File: config.mk
export PLATFORM = sky130hd
export DESIGN_NAME = keyed_stream_descrambler_top
export DESIGN_NICKNAME = d
export VERILOG_FILES = /design/src/ksd_pkg.sv /design/src/keyed_stream_descrambler_top.sv
export SDC_FILE = /design/constraint.sdc
export NUM_CORES = 1
export LEC_CHECK = 0
export ABC_AREA = 1
export BUFFER_PORTS_ARGS = -buffer_cell sky130_fd_sc_hd__buf_2
export CAP_MARGIN = 20
export CORE_MARGIN = 1
export CORE_UTILIZATION = 50
export CTS_BUF_LIST = sky130_fd_sc_hd__clkbuf_8
export DETAILED_ROUTE_END_ITERATION = 16
export HOLD_SLACK_MARGIN = 0.12
export PLACE_DENSITY = 0.78
export SKIP_LAST_GASP = 1
export SYNTH_ARGS = -nofsm -noshare
export SYNTH_HDL_FRONTEND = slang
export SYNTH_SLANG_ARGS = --single-unit
File: constraint.sdc
create_clock -name clk_i -period 8.2 [get_ports clk_i]
set_input_delay 1.64 -clock clk_i [delete_from_list [all_inputs] [get_ports clk_i]]
set_output_delay 1.64 -clock clk_i [all_outputs]
set_load 0.005 [all_outputs]
File: src/ksd_pkg.sv
// ksd_pkg: shared types, constants and the generator step for the keyed
// stream descrambler
// no dependencies
package ksd_pkg;

  // stream phase
  typedef enum logic [1:0] {
    PH_KEY   = 2'd0,
    PH_DATA  = 2'd1,
    PH_CHECK = 2'd2
  } phase_e;

  // result status codes
  localparam logic [1:0] STATUS_DATA     = 2'd0;
  localparam logic [1:0] STATUS_MATCH    = 2'd1;
  localparam logic [1:0] STATUS_MISMATCH = 2'd2;

  // configuration register indexes (word address bit 2)
  localparam logic REG_METHOD = 1'b0;
  localparam logic REG_LENGTH = 1'b1;

  localparam logic [2:0]  METHOD_MAX     = 3'd4;
  localparam logic [31:0] LENGTH_RESET   = 32'd1;
  localparam logic [31:0] KEY_LAST_POS   = 32'd3;
  localparam logic [31:0] CHECK_LAST_POS = 32'd3;

  // one generator step result
  typedef struct packed {
    logic [31:0] seed;
    logic [15:0] value;
  } gen_res_t;

  // seed mask per method
  function automatic logic [31:0] mask_of(input logic [2:0] m);
    logic [31:0] r;
    unique case (m)
      3'd1:    r = 32'h91B2_A2D1;
      3'd2:    r = 32'h4A7C_1B87;
      3'd3:    r = 32'hF939_41E6;
      3'd4:    r = 32'hFD09_5E94;
      default: r = 32'h4C35_8938;
    endcase
    return r;
  endfunction

  // low-half add constant per method
  function automatic logic [15:0] padd_of(input logic [2:0] m);
    logic [15:0] r;
    unique case (m)
      3'd1:    r = 16'h7D14;
      3'd2:    r = 16'h1A82;
      3'd3:    r = 16'h02BB;
      3'd4:    r = 16'hE09C;
      default: r = 16'h62E9;
    endcase
    return r;
  endfunction

  // high-half add constant per method
  function automatic logic [15:0] qadd_of(input logic [2:0] m);
    logic [15:0] r;
    unique case (m)
      3'd1:    r = 16'hA26B;
      3'd2:    r = 16'hF03C;
      3'd3:    r = 16'h7B12;
      3'd4:    r = 16'h4E8F;
      default: r = 16'h3619;
    endcase
    return r;
  endfunction

  // one generator step: new seed and the unmasking value
  function automatic gen_res_t gen_step(input logic [31:0] s, input logic [2:0] m);
    gen_res_t    res;
    logic        cneg;
    logic        dneg;
    logic [15:0] bx;
    logic [15:0] cx;
    cneg = s[31];
    dneg = s[23];
    bx = cneg ? 16'hFFFF : {s[22:8], 1'b0};
    cx = dneg ? 16'hFFFF : {s[6:0], 9'b0};
    cx = cx + s[15:0] + padd_of(m);
    bx = bx + s[31:16] + qadd_of(m) + (cneg ? 16'hFFFF : 16'h0000)
       + (dneg ? 16'hFFFF : 16'h0000);
    res.seed  = {bx, 16'h0000} + {{16{cx[15]}}, cx};
    res.value = bx;
    return res;
  endfunction

endpackage

File: src/keyed_stream_descrambler_top.sv
// keyed_stream_descrambler_top: descrambler datapath, phase control, apb
// registers and a two-entry output buffer
// depends on ksd_pkg
//
// Takes one raw byte per transfer: four key bytes, payload_length data bytes,
// then four checksum bytes. Each data byte gives one decoded byte (status 0);
// the last checksum byte gives a verdict (status 1 match, 2 mismatch, byte 0).
// Key and the first three checksum bytes give no result. Every byte is
// handled by the generator step and checksum update that sit between the
// state registers and the output register, so one byte per cycle is
// sustained while in_ready_o is high; each result is registered. A
// two-entry output buffer keeps in_ready_o high while one result waits, so
// the input stalls only when two results are held. Write registers only
// while the block is idle; method writes above 4 are ignored.
module keyed_stream_descrambler_top (
  input  logic        clk_i,
  input  logic        rst_ni,
  // byte input
  input  logic [7:0]  byte_in_i,
  input  logic        in_valid_i,
  output logic        in_ready_o,
  // result output
  output logic [7:0]  byte_out_o,
  output logic [1:0]  status_o,
  output logic        out_valid_o,
  input  logic        out_ready_i,
  // apb register port
  input  logic        psel,
  input  logic        penable,
  input  logic        pwrite,
  input  logic [2:0]  paddr,
  input  logic [31:0] pwdata,
  output logic [31:0] prdata,
  output logic        pready
);

  typedef struct packed {
    logic [7:0] data;
    logic [1:0] status;
  } res_t;

  // configuration registers
  logic [2:0]  method_q;
  logic [31:0] length_q;
  logic        cfg_wr;

  assign pready = 1'b1;
  assign cfg_wr = psel & penable & pwrite;

  always_ff @(posedge clk_i or negedge rst_ni) begin
    if (!rst_ni) begin
      method_q <= 3'd0;
      length_q <= ksd_pkg::LENGTH_RESET;
    end else if (cfg_wr) begin
      if (paddr[2] == ksd_pkg::REG_METHOD) begin
        if (pwdata[31:0] <= {29'd0, ksd_pkg::METHOD_MAX}) begin
          method_q <= pwdata[2:0];
        end
      end else begin
        length_q <= pwdata;
      end
    end
  end

  // register read
  always_comb begin
    if (paddr[2] == ksd_pkg::REG_LENGTH) begin
      prdata = length_q;
    end else begin
      prdata = {29'd0, method_q};
    end
  end

  // stream state
  ksd_pkg::phase_e phase_q, phase_d;
  logic [31:0] pos_q, pos_d;
  logic [31:0] seed_q, seed_d;
  logic        toggle_q, toggle_d;
  logic [7:0]  pad_q, pad_d;
  logic [15:0] sum_q, sum_d;
  logic [15:0] shift_q, shift_d;
  logic [23:0] hold_q, hold_d;

  logic              in_xfer;
  logic              res_valid;
  res_t              res;
  ksd_pkg::gen_res_t gen;
  logic [7:0]        dec;
  logic [15:0]       chk1;
  logic [15:0]       chk2;
  logic [32:0]       pos_inc;

  assign in_xfer = in_valid_i & in_ready_o;
  assign gen     = ksd_pkg::gen_step(seed_q, method_q);
  assign pos_inc = {1'b0, pos_q} + 33'd1;
  assign chk1    = hold_q[23:8] ^ gen.value;
  assign chk2    = {hold_q[7:0], byte_in_i} - gen.value;
  assign dec     = toggle_q ? (byte_in_i - pad_q) : (byte_in_i ^ gen.value[7:0]);

  // per-byte step
  always_comb begin
    phase_d   = phase_q;
    pos_d     = pos_q;
    seed_d    = seed_q;
    toggle_d  = toggle_q;
    pad_d     = pad_q;
    sum_d     = sum_q;
    shift_d   = shift_q;
    hold_d    = hold_q;
    res_valid = 1'b0;
    res       = '0;
    unique case (phase_q)
      ksd_pkg::PH_DATA: begin
        if (!toggle_q) begin
          seed_d = gen.seed;
          pad_d  = gen.value[7:0];
        end
        toggle_d = ~toggle_q;
        sum_d    = sum_q + {8'd0, dec};
        shift_d  = {shift_q[11:0], 4'd0} + {{12{shift_q[15]}}, shift_q[15:12]}
                 + {8'd0, dec};
        pos_d    = pos_inc[31:0];
        if (pos_inc >= {1'b0, length_q}) begin
          phase_d = ksd_pkg::PH_CHECK;
          pos_d   = '0;
        end
        res_valid  = 1'b1;
        res.data   = dec;
        res.status = ksd_pkg::STATUS_DATA;
      end
      ksd_pkg::PH_CHECK: begin
        if (pos_q < ksd_pkg::CHECK_LAST_POS) begin
          hold_d = {hold_q[15:0], byte_in_i};
          pos_d  = pos_inc[31:0];
        end else begin
          seed_d     = gen.seed;
          phase_d    = ksd_pkg::PH_KEY;
          pos_d      = '0;
          hold_d     = '0;
          res_valid  = 1'b1;
          res.data   = 8'd0;
          res.status = (chk1 == sum_q && chk2 == shift_q) ? ksd_pkg::STATUS_MATCH
                                                         : ksd_pkg::STATUS_MISMATCH;
        end
      end
      default: begin
        // key phase, also the unused phase code
        phase_d = ksd_pkg::PH_KEY;
        seed_d  = {seed_q[23:0], byte_in_i};
        pos_d   = pos_inc[31:0];
        if (pos_q >= ksd_pkg::KEY_LAST_POS) begin
          seed_d   = {seed_q[23:0], byte_in_i} ^ ksd_pkg::mask_of(method_q);
          toggle_d = 1'b0;
          pad_d    = '0;
          sum_d    = '0;
          shift_d  = '0;
          hold_d   = '0;
          pos_d    = '0;
          phase_d  = (length_q == 32'd0) ? ksd_pkg::PH_CHECK : ksd_pkg::PH_DATA;
        end
      end
    endcase
  end

  always_ff @(posedge clk_i or negedge rst_ni) begin
    if (!rst_ni) begin
      phase_q  <= ksd_pkg::PH_KEY;
      pos_q    <= '0;
      seed_q   <= '0;
      toggle_q <= 1'b0;
      pad_q    <= '0;
      sum_q    <= '0;
      shift_q  <= '0;
      hold_q   <= '0;
    end else if (in_xfer) begin
      phase_q  <= phase_d;
      pos_q    <= pos_d;
      seed_q   <= seed_d;
      toggle_q <= toggle_d;
      pad_q    <= pad_d;
      sum_q    <= sum_d;
      shift_q  <= shift_d;
      hold_q   <= hold_d;
    end
  end

  // output register plus skid entry
  logic out_valid_q, out_valid_d;
  logic skid_valid_q, skid_valid_d;
  res_t out_q, out_d;
  res_t skid_q, skid_d;
  logic out_xfer;
  logic new_res;

  assign in_ready_o = ~skid_valid_q;
  assign out_xfer   = out_valid_q & out_ready_i;
  assign new_res    = in_xfer & res_valid;

  always_comb begin
    out_valid_d  = out_valid_q;
    skid_valid_d = skid_valid_q;
    out_d        = out_q;
    skid_d       = skid_q;
    if (skid_valid_q) begin
      if (out_xfer) begin
        out_d        = skid_q;
        skid_valid_d = 1'b0;
      end
    end else if (!out_valid_q || out_xfer) begin
      out_valid_d = new_res;
      out_d       = res;
    end else if (new_res) begin
      skid_valid_d = 1'b1;
      skid_d       = res;
    end
  end

  always_ff @(posedge clk_i or negedge rst_ni) begin
    if (!rst_ni) begin
      out_valid_q  <= 1'b0;
      skid_valid_q <= 1'b0;
    end else begin
      out_valid_q  <= out_valid_d;
      skid_valid_q <= skid_valid_d;
    end
  end

  always_ff @(posedge clk_i) begin
    out_q  <= out_d;
    skid_q <= skid_d;
  end

  assign out_valid_o = out_valid_q;
  assign byte_out_o  = out_q.data;
  assign status_o    = out_q.status;

endmodule
==> metrics <==
Fin. Hold Viols=0; Core Rows=68; outcome=finished clean; CP Capture Point=shift_q[11]$_DFFE_PN0P_; fraction of layout instances using a drive strength above 1=0.0760; die width=189 um; area leader, netlist=dfrtp_1; final setup vio count=0; Inserted Clock Buffers=17; clk sinks=approximately 190; total die area=35600 sq um; post_cts resized=0; CP Data Required Time=8.57 ns; CP Class=reg -> reg; Seq cells post-synth=188; synth top area cells=dfrtp_1 24%, nand2_1 11%, ha_1 10%; routed len/inst=approximately 17 um; Crit Reg-Reg Startpoint=seed_q[23]$_DFFE_PN0P_; DRT antenna net count=0; CP startpoint=seed_q[23]$_DFFE_PN0P_; Worst Path Arrival=7.60 ns; area of the mapped netlist=roughly 17000 sq um; Async SR Flop Fraction=0.894; CTS tree=built; First DRT Iteration DRCs=1439; setup total negative slack=0 ns; Die Height=189 um; r2r setup slk=0.97 ns; Slew Limit Fails=0; crit path launch type=register; cell with the most instances after synthesis=nand2_1; Pre-antenna DRT Iters=6; Worst Hold Depth=2; Clock Tree Buf Depth=2; Syn Inst Count=2464; GRT overflow=0; yosys warns=0; share of Yosys cell area claimed by the top area cell type=0.240; Clock Tree Root=clkbuf_8; Final Critical Period=around 7.2 ns; unique cell type count in the Yosys netlist=64; Slew @ Worst Pin=0.940 ns; max cap viols=0; commonest register cell after synthesis=dfrtp_1; Max Fclk=approximately 140 MHz; worst-path fanout max=8; Core Footprint=34500 sq um; Vias/cell=5.49; # diodes=0; CP max-delay cell=fa_1; Worst Hold Class=reg -> reg; synth cell count leaders=532 x nand2_1, 458 x inv_1, 230 x nor2_1; cts hold-fix bufs=0; Final nets=2791; fill count=3250; vias after detailed routing=about 17000; slew margin rel.=0.373; Port Buf Inserts=91; IO Count=95; largest net degree at the start of global routing=68; GRT Overall Usage=0.290; starting density of the core=0.506; Worst setup EP type=register; syn nets=2716; skew final=0.0224 ns; DRC viols=0; vias in the first global route=16000; H-tree depth=4; Syn Area/Cell=7.08 sq um; placed wire-length estimate=39500 um; period utilisation layout=0.881; sequential element share of the synthesized area=0.275; Post-synth EDFFs=20; global-route wire length before repair=~80000 um; drt total wl=49700 um; number of setup buffers added after CTS=0; RSZ-0062 raised after global routing=no; later-pin clock latency in the skew report=about 0.51 ns; gpl congestion=around 1; CTS clock-pin slew for the worst setup and hold paths=0.10 ns; r2r worst-path depth=36; initial antenna violation count=0; reg-to-reg endpoint=shift_q[11]$_DFFE_PN0P_; most used cell, CP=nand2_1; Worst path max stage delay=between 0.5 and 0.6 ns; Synth-to-Final Area Change=7.67%
-- layout make-up --
| type | instances | area, sq um | area share |
|---|---|---|---|
| inverters | 470 | 1760 | 0.0939 |
| repair buffers | 110 | 617 | 0.0328 |
| clock inverters | 12 | 121 | 0.00646 |
| well taps | 455 | 569 | 0.0303 |
| flip-flops and latches | 188 | 4810 | 0.256 |
| clock buffers | 20 | 275 | 0.0147 |
| multi-input cells | 1752 | 10600 | 0.566 |
-- layer usage --
layer | routed length, um | vias to the layer above | GRT usage
met3 | 3130 | 95 | 0.0458
met4 | 1490 | 0 | 0.104
met5 | 0 | - | 0
li1 | - | 8076 | -
met2 | 23800 | 562 | 0.488
met1 | 21300 | 7768 | 0.377
-- state kept, by name, indices dropped and copies added, names as in the netlist, 8 cells and up --
name	cells
length_q	32
pos_q	32
seed_q	32
hold_q	24
shift_q	16
sum_q	16
skid_q	10
byte_out_o	8
pad_q	8
-- worst max-delay path: cells and delay by family (launching register included) --
kind | cells | cell delay [ns]
compound gates | 5 | 0.52
flops | 1 | 0.41
fa+ha+maj | 8 | 3.33
simple gates | 14 | 1.69
buf+inv | 9 | 1.12
-- layout by cell type (no fill, tap or decap), types with 57 or more instances in the layout --
cell,netlist,layout
dfrtp_1,167,167
o21ai_0,143,143
inv_1,458,461
xor2_1,57,57
nand2_1,532,531
buf_2,5,90
nor2_1,230,230
ha_1,143,143
a21oi_1,147,146
nand3_1,143,143
fa_1,59,59
-- stage by stage --
step	utilization	setup slack (ns)	instance area (sq um)	hold WS [ns]	std cells
after floorplan	-	1.48	17400	0.456	2464
after global placement	0.533	1.27	18400	0.484	2972
after detailed placement	0.533	1.11	18400	0.487	2972
after CTS	0.544	1.05	18800	0.506	3004
after global routing	0.545	0.461	18800	0.527	3007
final	0.545	0.975	18800	0.511	3007
-- how the worst min path moves through the flow --
stage | endpoint | slack, ns | startpoint
detailed placement | hold_q[16]$_DFFE_PN0P_ | 0.49 | hold_q[16]$_DFFE_PN0P_
CTS | status_o[1]$_DFFE_PP_ | 0.51 | skid_q[1]$_DFFE_PP_
global route | status_o[1]$_DFFE_PP_ | 0.53 | skid_q[1]$_DFFE_PP_
floorplan | sum_q[15]$_DFFE_PN0P_ | 0.46 | sum_q[15]$_DFFE_PN0P_
finish | status_o[1]$_DFFE_PP_ | 0.51 | skid_q[1]$_DFFE_PP_
global placement | sum_q[15]$_DFFE_PN0P_ | 0.48 | sum_q[15]$_DFFE_PN0P_
-- cells by family (layout without fill, tap and decap cells) --
logic type / after synthesis / in the layout / share of synthesized area
AO/OA/AOI/OAI: 385 / 385 / 0.123
XOR/XNOR: 91 / 91 / 0.0485
adder cells (fa/ha/maj): 202 / 202 / 0.170
buffers and inverters: 524 / 612 / 0.116
flip-flops: 188 / 188 / 0.275
other: 1 / 1 / 0.000215
AND/OR/NAND/NOR: 1073 / 1073 / 0.267
Power is not shown: default switching activity piles up to over one toggle a cycle in this logic, so the estimate is an artifact.
